`config.mk`:
```
export PLATFORM = sky130hd
export DESIGN_NAME = i2c_master_bit_sequencer
export DESIGN_NICKNAME = d
export VERILOG_FILES = /design/src/sv/i2cms_pkg.sv /design/src/sv/i2c_master_bit_sequencer.sv
export SDC_FILE = /design/constraint.sdc
export NUM_CORES = 1
export LEC_CHECK = 0
export ABC_AREA = 0
export BUFFER_PORTS_ARGS = -buffer_cell sky130_fd_sc_hd__buf_2
export CORE_UTILIZATION = 50
export DETAILED_ROUTE_END_ITERATION = 8
export PLACE_DENSITY = 0.72
export SLEW_MARGIN = 20
export SYNTH_ARGS = -nofsm -noshare
export SYNTH_HDL_FRONTEND = slang
export SYNTH_SLANG_ARGS = --single-unit
```
`constraint.sdc`:
```
create_clock -name clk -period 2.2 [get_ports clk]
set_input_delay 0.11 -clock clk [delete_from_list [all_inputs] [get_ports clk]]
set_output_delay 0.11 -clock clk [all_outputs]
set_load 0.1 [all_outputs]
```
`src/sv/i2cms_pkg.sv`:
```
// Types and constants of the I2C master bit sequencer.
package i2cms_pkg;

    // Bit count of one byte and the slot numbering of a byte transfer
    localparam int BIT_COUNT = 8;
    localparam int SLOT_W    = 5;

    localparam logic [SLOT_W-1:0] DATA_END  = SLOT_W'(2 * BIT_COUNT);
    localparam logic [SLOT_W-1:0] ACK_SLOT  = SLOT_W'(2 * BIT_COUNT + 1);
    localparam logic [SLOT_W-1:0] LAST_SLOT = SLOT_W'(2 * BIT_COUNT + 2);

    localparam logic [7:0] TOP_BIT = 8'h80;

    // Command codes on the mode field
    typedef enum logic [2:0] {
        MODE_TICK  = 3'd0,
        MODE_START = 3'd1,
        MODE_STOP  = 3'd2,
        MODE_SEND  = 3'd3,
        MODE_RECV  = 3'd4
    } mode_t;

    // Command in progress
    typedef enum logic [2:0] {
        KIND_IDLE  = 3'd0,
        KIND_START = 3'd1,
        KIND_STOP  = 3'd2,
        KIND_SEND  = 3'd3,
        KIND_RECV  = 3'd4
    } kind_t;

endpackage

```
`src/sv/i2c_master_bit_sequencer.sv`:
```
// I2C master bit sequencer: an accepted item passes the input register, then the result register.
// Throughput one item per cycle; the input register holds while the result
// register is stalled, and the result register is the only buffer on the output.
// Bus state advances by one slot per accepted tick item.
// Reset (rst_n low, asynchronous) leaves the engine idle, SCL and SDA high, SDA driven.
module i2c_master_bit_sequencer
    import i2cms_pkg::*;
(
    input  logic       clk,
    input  logic       rst_n,
    input  logic       in_valid,
    output logic       in_stall,
    input  logic [2:0] mode,
    input  logic [7:0] tx_byte,
    input  logic       nack_after_read,
    input  logic       sda_in,
    output logic       out_valid,
    input  logic       out_stall,
    output logic       scl_level,
    output logic       sda_level,
    output logic       sda_drive,
    output logic       busy_res,
    output logic       done_res,
    output logic [7:0] rx_byte,
    output logic       ack_level,
    output logic       refused
);

    // Input register
    logic       in_vld_reg;
    mode_t      mode_reg;
    logic [7:0] tx_reg;
    logic       nack_in_reg;
    logic       sda_in_reg;

    // Engine state
    kind_t             kind_reg,    kind_next;
    logic [SLOT_W-1:0] slot_reg,    slot_next;
    logic [7:0]        shift_reg,   shift_next;
    logic              nack_reg,    nack_next;
    logic              scl_reg,     scl_next;
    logic              sda_reg,     sda_next;
    logic              sda_en_reg,  sda_en_next;
    logic              ack_reg,     ack_next;
    logic [7:0]        rx_hold_reg, rx_hold_next;

    // Result register
    logic       out_vld_reg;
    logic       scl_out_reg;
    logic       sda_out_reg;
    logic       drv_out_reg;
    logic       busy_out_reg;
    logic       done_out_reg;
    logic [7:0] rx_out_reg;
    logic       ack_out_reg;
    logic       ref_out_reg;

    logic              out_free;
    logic              fire;
    logic              done_c;
    logic              refused_c;
    logic [SLOT_W-1:0] slot_inc;

    assign out_free = !out_vld_reg || !out_stall;
    assign fire     = in_vld_reg && out_free;
    assign in_stall = in_vld_reg && !out_free;
    assign slot_inc = slot_reg + SLOT_W'(1);

    // Capture an item whenever the input register empties or moves on
    always_ff @(posedge clk or negedge rst_n)
    begin
        if (!rst_n)
        begin
            in_vld_reg <= 1'b0;
        end
        else if (!in_stall)
        begin
            in_vld_reg <= in_valid;
        end
    end

    always_ff @(posedge clk)
    begin
        if (in_valid && !in_stall)
        begin
            mode_reg    <= mode_t'(mode);
            tx_reg      <= tx_byte;
            nack_in_reg <= nack_after_read;
            sda_in_reg  <= sda_in;
        end
    end

    // Step the engine by one item
    always_comb
    begin
        kind_next    = kind_reg;
        slot_next    = slot_reg;
        shift_next   = shift_reg;
        nack_next    = nack_reg;
        scl_next     = scl_reg;
        sda_next     = sda_reg;
        sda_en_next  = sda_en_reg;
        ack_next     = ack_reg;
        rx_hold_next = rx_hold_reg;
        done_c       = 1'b0;
        refused_c    = 1'b0;

        unique case (mode_reg) inside
            MODE_TICK:
            begin
                unique case (kind_reg) inside
                    KIND_START:
                    begin
                        if (slot_reg == '0)
                        begin
                            sda_next  = 1'b0;
                            slot_next = SLOT_W'(1);
                        end
                        else
                        begin
                            scl_next = 1'b0;
                            done_c   = 1'b1;
                        end
                    end
                    KIND_STOP:
                    begin
                        sda_next = 1'b1;
                        done_c   = 1'b1;
                    end
                    KIND_SEND, KIND_RECV:
                    begin
                        if (slot_inc >= LAST_SLOT)
                        begin
                            // Closing low clock phase
                            scl_next = 1'b0;
                            if (kind_reg == KIND_RECV)
                            begin
                                rx_hold_next = shift_reg;
                            end
                            done_c = 1'b1;
                        end
                        else if (slot_inc[0])
                        begin
                            // Rising clock: sample data or ack
                            scl_next  = 1'b1;
                            slot_next = slot_inc;
                            if (kind_reg == KIND_RECV && slot_inc < DATA_END)
                            begin
                                shift_next = {shift_reg[6:0], sda_in_reg};
                            end
                            if (kind_reg == KIND_SEND && slot_inc == ACK_SLOT)
                            begin
                                ack_next = sda_in_reg;
                            end
                        end
                        else
                        begin
                            // Falling clock: set up the next bit
                            scl_next  = 1'b0;
                            slot_next = slot_inc;
                            if (kind_reg == KIND_SEND)
                            begin
                                if (slot_inc < DATA_END)
                                begin
                                    shift_next = {shift_reg[6:0], 1'b0};
                                    sda_next   = shift_reg[6];
                                end
                                else
                                begin
                                    sda_en_next = 1'b0;
                                end
                            end
                            else if (slot_inc == DATA_END)
                            begin
                                sda_en_next = 1'b1;
                                sda_next    = nack_reg;
                            end
                        end
                    end
                    default:
                    begin
                    end
                endcase
                if (done_c)
                begin
                    kind_next = KIND_IDLE;
                    slot_next = '0;
                end
            end
            MODE_START, MODE_STOP, MODE_SEND, MODE_RECV:
            begin
                if (kind_reg != KIND_IDLE)
                begin
                    refused_c = 1'b1;
                end
                else
                begin
                    kind_next = kind_t'(mode_reg);
                    slot_next = '0;
                    unique case (mode_reg) inside
                        MODE_START:
                        begin
                            sda_en_next = 1'b1;
                            sda_next    = 1'b1;
                            scl_next    = 1'b1;
                        end
                        MODE_STOP:
                        begin
                            sda_en_next = 1'b1;
                            sda_next    = 1'b0;
                            scl_next    = 1'b1;
                        end
                        MODE_SEND:
                        begin
                            shift_next  = tx_reg;
                            sda_en_next = 1'b1;
                            sda_next    = (tx_reg & TOP_BIT) != 8'h00;
                            scl_next    = 1'b0;
                        end
                        default:
                        begin
                            shift_next  = '0;
                            nack_next   = nack_in_reg;
                            sda_en_next = 1'b0;
                            scl_next    = 1'b0;
                        end
                    endcase
                end
            end
            default:
            begin
            end
        endcase
    end

    // Commit engine state when the item moves into the result register
    always_ff @(posedge clk or negedge rst_n)
    begin
        if (!rst_n)
        begin
            kind_reg    <= KIND_IDLE;
            slot_reg    <= '0;
            shift_reg   <= '0;
            nack_reg    <= 1'b0;
            scl_reg     <= 1'b1;
            sda_reg     <= 1'b1;
            sda_en_reg  <= 1'b1;
            ack_reg     <= 1'b0;
            rx_hold_reg <= '0;
        end
        else if (fire)
        begin
            kind_reg    <= kind_next;
            slot_reg    <= slot_next;
            shift_reg   <= shift_next;
            nack_reg    <= nack_next;
            scl_reg     <= scl_next;
            sda_reg     <= sda_next;
            sda_en_reg  <= sda_en_next;
            ack_reg     <= ack_next;
            rx_hold_reg <= rx_hold_next;
        end
    end

    // Result valid flag
    always_ff @(posedge clk or negedge rst_n)
    begin
        if (!rst_n)
        begin
            out_vld_reg <= 1'b0;
        end
        else if (out_free)
        begin
            out_vld_reg <= in_vld_reg;
        end
    end

    // Result payload
    always_ff @(posedge clk)
    begin
        if (fire)
        begin
            scl_out_reg  <= scl_next;
            sda_out_reg  <= sda_next;
            drv_out_reg  <= sda_en_next;
            busy_out_reg <= kind_next != KIND_IDLE;
            done_out_reg <= done_c;
            rx_out_reg   <= rx_hold_next;
            ack_out_reg  <= ack_next;
            ref_out_reg  <= refused_c;
        end
    end

    assign out_valid = out_vld_reg;
    assign scl_level = scl_out_reg;
    assign sda_level = sda_out_reg;
    assign sda_drive = drv_out_reg;
    assign busy_res  = busy_out_reg;
    assign done_res  = done_out_reg;
    assign rx_byte   = rx_out_reg;
    assign ack_level = ack_out_reg;
    assign refused   = ref_out_reg;

endmodule

```
# After elaboration in Yosys (flattened, before gate mapping)
# Cells that the tools add are included.
[word_totals]
regBits = 59
input_bits = 17
output_inout_bits = 17
elab_cells = 128
[classes]
add_sub_neg = 1
order_cmp = 2
eq_ne = 20
mux = 58
bitwise = 2
reduce_logical = 22
[op_table]
columns = ["cell", "count"]
rows = [
  ["$mux 8", 11],
  ["$pmux 8 s2", 2],
  ["$mux 1", 29],
  ["$mux 5", 4],
  ["$pmux 5 s2", 2],
  ["$eq 3x2->1 const B", 4],
  ["$eq 5x5->1 const B", 2],
  ["$ne 3x2->1 const B", 3],
  ["$pmux 1 s3", 3],
  ["$reduce_and 9->1", 1],
  ["$pmux 1 s2", 4],
  ["$eq 3x1->1 const B", 2],
  ["$eq 3x3->1 const B", 2],
  ["$mux 3", 2],
  ["$ne 2x2->1 const B", 3],
  ["$pmux 3 s2", 1],
  ["$reduce_and 6->1", 1],
  ["$reduce_bool 3->1", 2],
  ["$add 5x1->5 const B", 1],
  ["$ge 5x5->1 const B", 1],
  ["$logic_and 1x1->1", 5],
  ["$logic_not 5->1", 1],
  ["$lt 5x5->1 const B", 1],
  ["$logic_not 1->1", 4],
  ["other kinds (12)", 14],
]

# Depth between registers and ports, before layout
[depth]
ltp_word = 8
depth_mapped = 9
depth_no_buf = 8

# Least setup slack after synthesis
# Ideal clock, no wire load.
[synth_path]
path_kind = "register -> register"
startpoint = "register out_vld_reg (netlist: out_valid)"
endpoint = "register rx_hold_reg[0]"
setup_time_ps = 125
t_arrival_ps = 2198
required_time_ps = 2075
path_slack_ps = -122
stages_incl_launch_ff = 6
n_path_buf = 0
synth_period_minus_slack_ps = 2322
cell_sequence = "dfrtp_1 nand2_1 nand2_1 inv_1 nand4_4 mux2_2"
[synth_via]
elab_chain_cells = 3
[synth_lines]
columns = ["item", "line_no", "text"]
rows = [
  ["start: declaration", "i2c_master_bit_sequencer.sv:48", "logic out_vld_reg;"],
  ["start signal: assignment", "i2c_master_bit_sequencer.sv:274", "out_vld_reg <= in_vld_reg;"],
  ["$logic_not 1->1", "i2c_master_bit_sequencer.sv:64", "assign out_free = !out_vld_reg || !out_stall;"],
  ["$logic_or 1x1->1", "i2c_master_bit_sequencer.sv:64", ""],
  ["$logic_and 1x1->1", "i2c_master_bit_sequencer.sv:65", "assign fire = in_vld_reg && out_free;"],
  ["net fire", "i2c_master_bit_sequencer.sv:59", "logic fire;"],
  ["end signal: assignment", "i2c_master_bit_sequencer.sv:261", "rx_hold_reg <= rx_hold_next;"],
  ["end: declaration", "i2c_master_bit_sequencer.sv:45", "logic [7:0] rx_hold_reg, rx_hold_next;"],
]
# The timed path passes the listed nets, and every way through them passes these cells.
# A chain may end at the register's enable or synchronous reset.

# Final worst setup path
[layout_path]
startpoint = "register slot_reg[1]"
endpoint = "register busy_out_reg (netlist: busy_res), data pin"
[layout_via]
elab_chain_cells = 8
elab_cells_between_ends = 10
classes_between = "1 x add/sub; 1 x order compare; 6 x mux; 2 x reduce/logical"
[layout_lines]
columns = ["item", "line_no", "text"]
rows = [
  ["start: declaration", "i2c_master_bit_sequencer.sv:38", "logic [SLOT_W-1:0] slot_reg, slot_next;"],
  ["start signal: assignment", "i2c_master_bit_sequencer.sv:254", "slot_reg <= slot_next;"],
  ["$add 5x1->5", "i2c_master_bit_sequencer.sv:67", "assign slot_inc = slot_reg + SLOT_W'(1);"],
  ["$ge 5x5->1", "i2c_master_bit_sequencer.sv:132", "if (slot_inc >= LAST_SLOT)"],
  ["$mux 1", "i2c_master_bit_sequencer.sv:132", ""],
  ["$pmux 1 s3 *", "i2c_master_bit_sequencer.sv:111", "unique case (kind_reg) inside"],
  ["$mux 1 *", "i2c_master_bit_sequencer.sv:108", "unique case (mode_reg) inside"],
  ["$mux 3 *", "i2c_master_bit_sequencer.sv:184", "if (done_c)"],
  ["$pmux 3 s2 *", "i2c_master_bit_sequencer.sv:108", ""],
  ["$reduce_bool 3->1 *", "i2c_master_bit_sequencer.sv:286", "busy_out_reg <= kind_next != KIND_IDLE;"],
  ["end signal: assignment", "i2c_master_bit_sequencer.sv:286", ""],
  ["end: declaration", "i2c_master_bit_sequencer.sv:52", "logic busy_out_reg;"],
]
# Mark *: on every way between the ends. The rest lies on a longest branch, timed or not. The select of a mux whose other input is x is not followed.

==> impl_metrics.ini <==
[sta]
fin_crit_ns = 2.21
fin_crit_sh_pct = 100
fin_hold_ws_ns = 0.0119
timing.final.ws_setup_ns = -0.0107
slew_violations = 0
worst_pin_slew_ns = 0.733
skew_ns = 0.0153
rsz0062_at_grt = true
hold_viol = 0
finalSetupViolations = 2
fmax_mhz = 452
relSlewSlack_pct = 51.1
setup_tns_ns = -0.0212

[logic_synthesis]
avgSynthCellArea_um2 = 11.3
synth_edf_count = 28
synthCells = 279
synth_top_area_share_pct = 26.7
synth.area.top_cells = edfxtp_1, dfrtp_1, mux2_2
yosysTopAreaCell = edfxtp_1
ys.flop_type = edfxtp_1
syn-cell-area_um2 = 3140
yosysSeqAreaShare_pct = 51.5
ys_seq_elements = 59
syn_nets = 299
ys_types = 61
async_flop_share_pct = 52.5
ys_warn_count = 0

[worst_setup_path]
end_kind = flip-flop
crit_fanout = 7
cp_num_cells = 8
slowest_delay_ns = 0.45
r2r_cells = 8
crit_slowest_cell = dfrtp_1
reg2reg_slack_ns = -0.01
endpoint = busy_res
crit_family = compound AO/OA/AOI/OAI gates
critPathArrivalTime_ns = 2.30
critPathKind = flip-flop to flip-flop
r2r_end = busy_res
worst-path-buf-inv = 2
crit_chain = inv_2 > ha_4 > o41ai_4 > a221oi_4 > buf_12 > o21ai_1 > a21boi_1 > a221oi_2
cp_data_required_time_ns = 2.29
cp-startpoint = slot_reg[1]
rr_startpoint = slot_reg[1]
cp-start-kind = flip-flop

[route]
routedWlPerCell_um = 16.8
dr.pass1.iters = 5
drtAntennaViolNets = 0
vias = 2645
wl_um = 7580
vias_per_cell = 5.88
route.detailed.drc = 0
drt_iter0_markers = 184

[finish]
n_antenna_cell = 0
drive_above_1_share_pct = 40.5
layoutNonFillerInstCount = 450
fillerInstances = 417
fin_area_um2 = 4230
ff_latch_area_um2 = 1620
multi_input_area_um2 = 1550
area_growth_pct = 34.5
fin_nets = 390
fin_util_pct = 70.6

[clock_tree]
clock-root-buffer = clkbuf_8
clock_path_buffers = 2
cts_buffers = 9
cts_sinks = 59
clk_latency_ns = 0.35
cts_tree = yes
htree_levels = 3
path_clk_slew_ns = 0.08

[global_route]
grt_first_pass_wirelength_um = 11500
grt_usage_pct = 23.8
grt_overflow = 0
antenna_found_initial = 0
grt_max_degree = 32
grt_pass1_vias = 2440

[die]
die_area_um2 = 6610
core_um2 = 5990
start_util_pct = 52.5
rows = 28
die_h_um = 81.3
die_x_um = 81.3
io_pins = 34

[placement]
portBuffers = 33
dpl_cell_area_um2 = 3640
dp_hpwl_um = 4870
dp_cells = 412
pre_cts_ws_ns = -0.166
place_congestion = 0.929

[status]
violations = setup timing
status = complete, but fails checks

[power]
p_leak_nw = 1.83
irDropWorstVdd_uv = 786
p_total_mw = 4.66
power_density_nw_per_um2 = 1100

[flow_run]
maxCapViolCount = 0

[min_path]
min_path_type = primary input to flip-flop
worstHoldStart = out_stall
[repair_timing]
action | 4_1_cts | 5_1_grt
hold buffers | 15 | 0
buffers inserted | 3 | 4
endpoints found under the hold margin | 42 | 0
cloned | 0 | 1
pin swaps | 1 | 5
setup endpoints to repair | 25 | 21
gates resized for setup | 7 | 24
[report_power, final]
group | switching, mW | internal, mW
clock network | 0.444 | 0.698
registers | 0.179 | 1.39
logic | 1.15 | 0.790
total | 1.78 | 2.88
[cell usage in the layout (no fill, tap or decap), types with 5 or more instances in the layout]
| cell type | synthesis | routed |
|---|---|---|
| a21o_1 | 5 | 5 |
| a21oi_1 | 13 | 10 |
| a22o_1 | 16 | 16 |
| buf_2 | 5 | 33 |
| buf_4 | 0 | 43 |
| clkbuf_8 | 0 | 11 |
| dfrtp_1 | 28 | 26 |
| dlygate4sd3_1 | 0 | 15 |
| edfxtp_1 | 28 | 28 |
| inv_1 | 11 | 9 |
| mux2_2 | 23 | 22 |
| nand2_1 | 25 | 25 |
| nand2b_1 | 5 | 5 |
| nand3_1 | 8 | 8 |
| nor2_1 | 20 | 18 |
| o21ai_0 | 10 | 8 |
[tightest hold or removal path, delay by kind of cell]
kind	cells	cell delay, ns
buffers and inverters	1	0.09
and+or+nand+nor	2	0.11
[how the worst min path moves through the flow]
stage	end	slack (ns)	cells past startpoint
3_5_place_dp	in_vld_reg	0.21	1
5_1_grt	out_valid	0.03	3
4_1_cts	out_valid	0.005	3
2_1_floorplan	ack_reg	-0.19	0
3_3_place_gp	kind_reg[2]	0.21	1
6_report	out_valid	0.01	3
[Yosys cell counts (2+ instances only)]
cell	instances
mux2_1	2
a21o_1	5
a22o_1	16
buf_2	5
ha_1	3
dfrtp_1	28
nor3_1	4
o211ai_1	3
o41ai_1	2
nand2b_1	5
clkbuf_1	7
and2_1	2
nor2_1	20
edfxtp_1	28
nand2_1	25
nand4_1	2
dfstp_2	3
a221oi_1	2
o31ai_1	4
a31oi_1	2
nor2b_1	2
o21ai_1	2
buf_6	3
mux2_2	23
a21oi_1	13
o21ai_0	10
inv_1	11
xnor2_1	2
o22ai_1	3
mux2i_1	4
nand3_1	8
[layout make-up]
cell class / count / share of cell area [%]
clock buffers: 12 / 3.67
multi-input cells: 195 / 36.7
flip-flops and latches: 59 / 38.4
well taps: 75 / 2.22
repair buffers: 94 / 16.3
inverters: 11 / 0.976
clock inverters: 4 / 1.72
[cells by family (layout without fill, tap and decap cells)]
group | count (synthesis) | count (layout) | synth area share [%]
AO/OA/AOI/OAI | 74 | 74 | 17.3
XOR/XNOR | 3 | 3 | 0.836
buffers and inverters | 26 | 121 | 4.02
flip-flops | 59 | 59 | 51.5
adder cells (fa/ha/maj) | 3 | 3 | 1.19
AND/OR/NAND/NOR | 85 | 86 | 14.9
multiplexers | 29 | 29 | 10.2
[layer usage]
metal / track usage, % / up-vias / wire (um)
li1: - / 1237 / -
met4: 12.0 / 0 / 245
met1: 31.6 / 1282 / 3250
met2: 36.9 / 105 / 3590
met3: 4.61 / 21 / 482
met5: 0 / - / 0
Power figures use the tool's default switching activity.
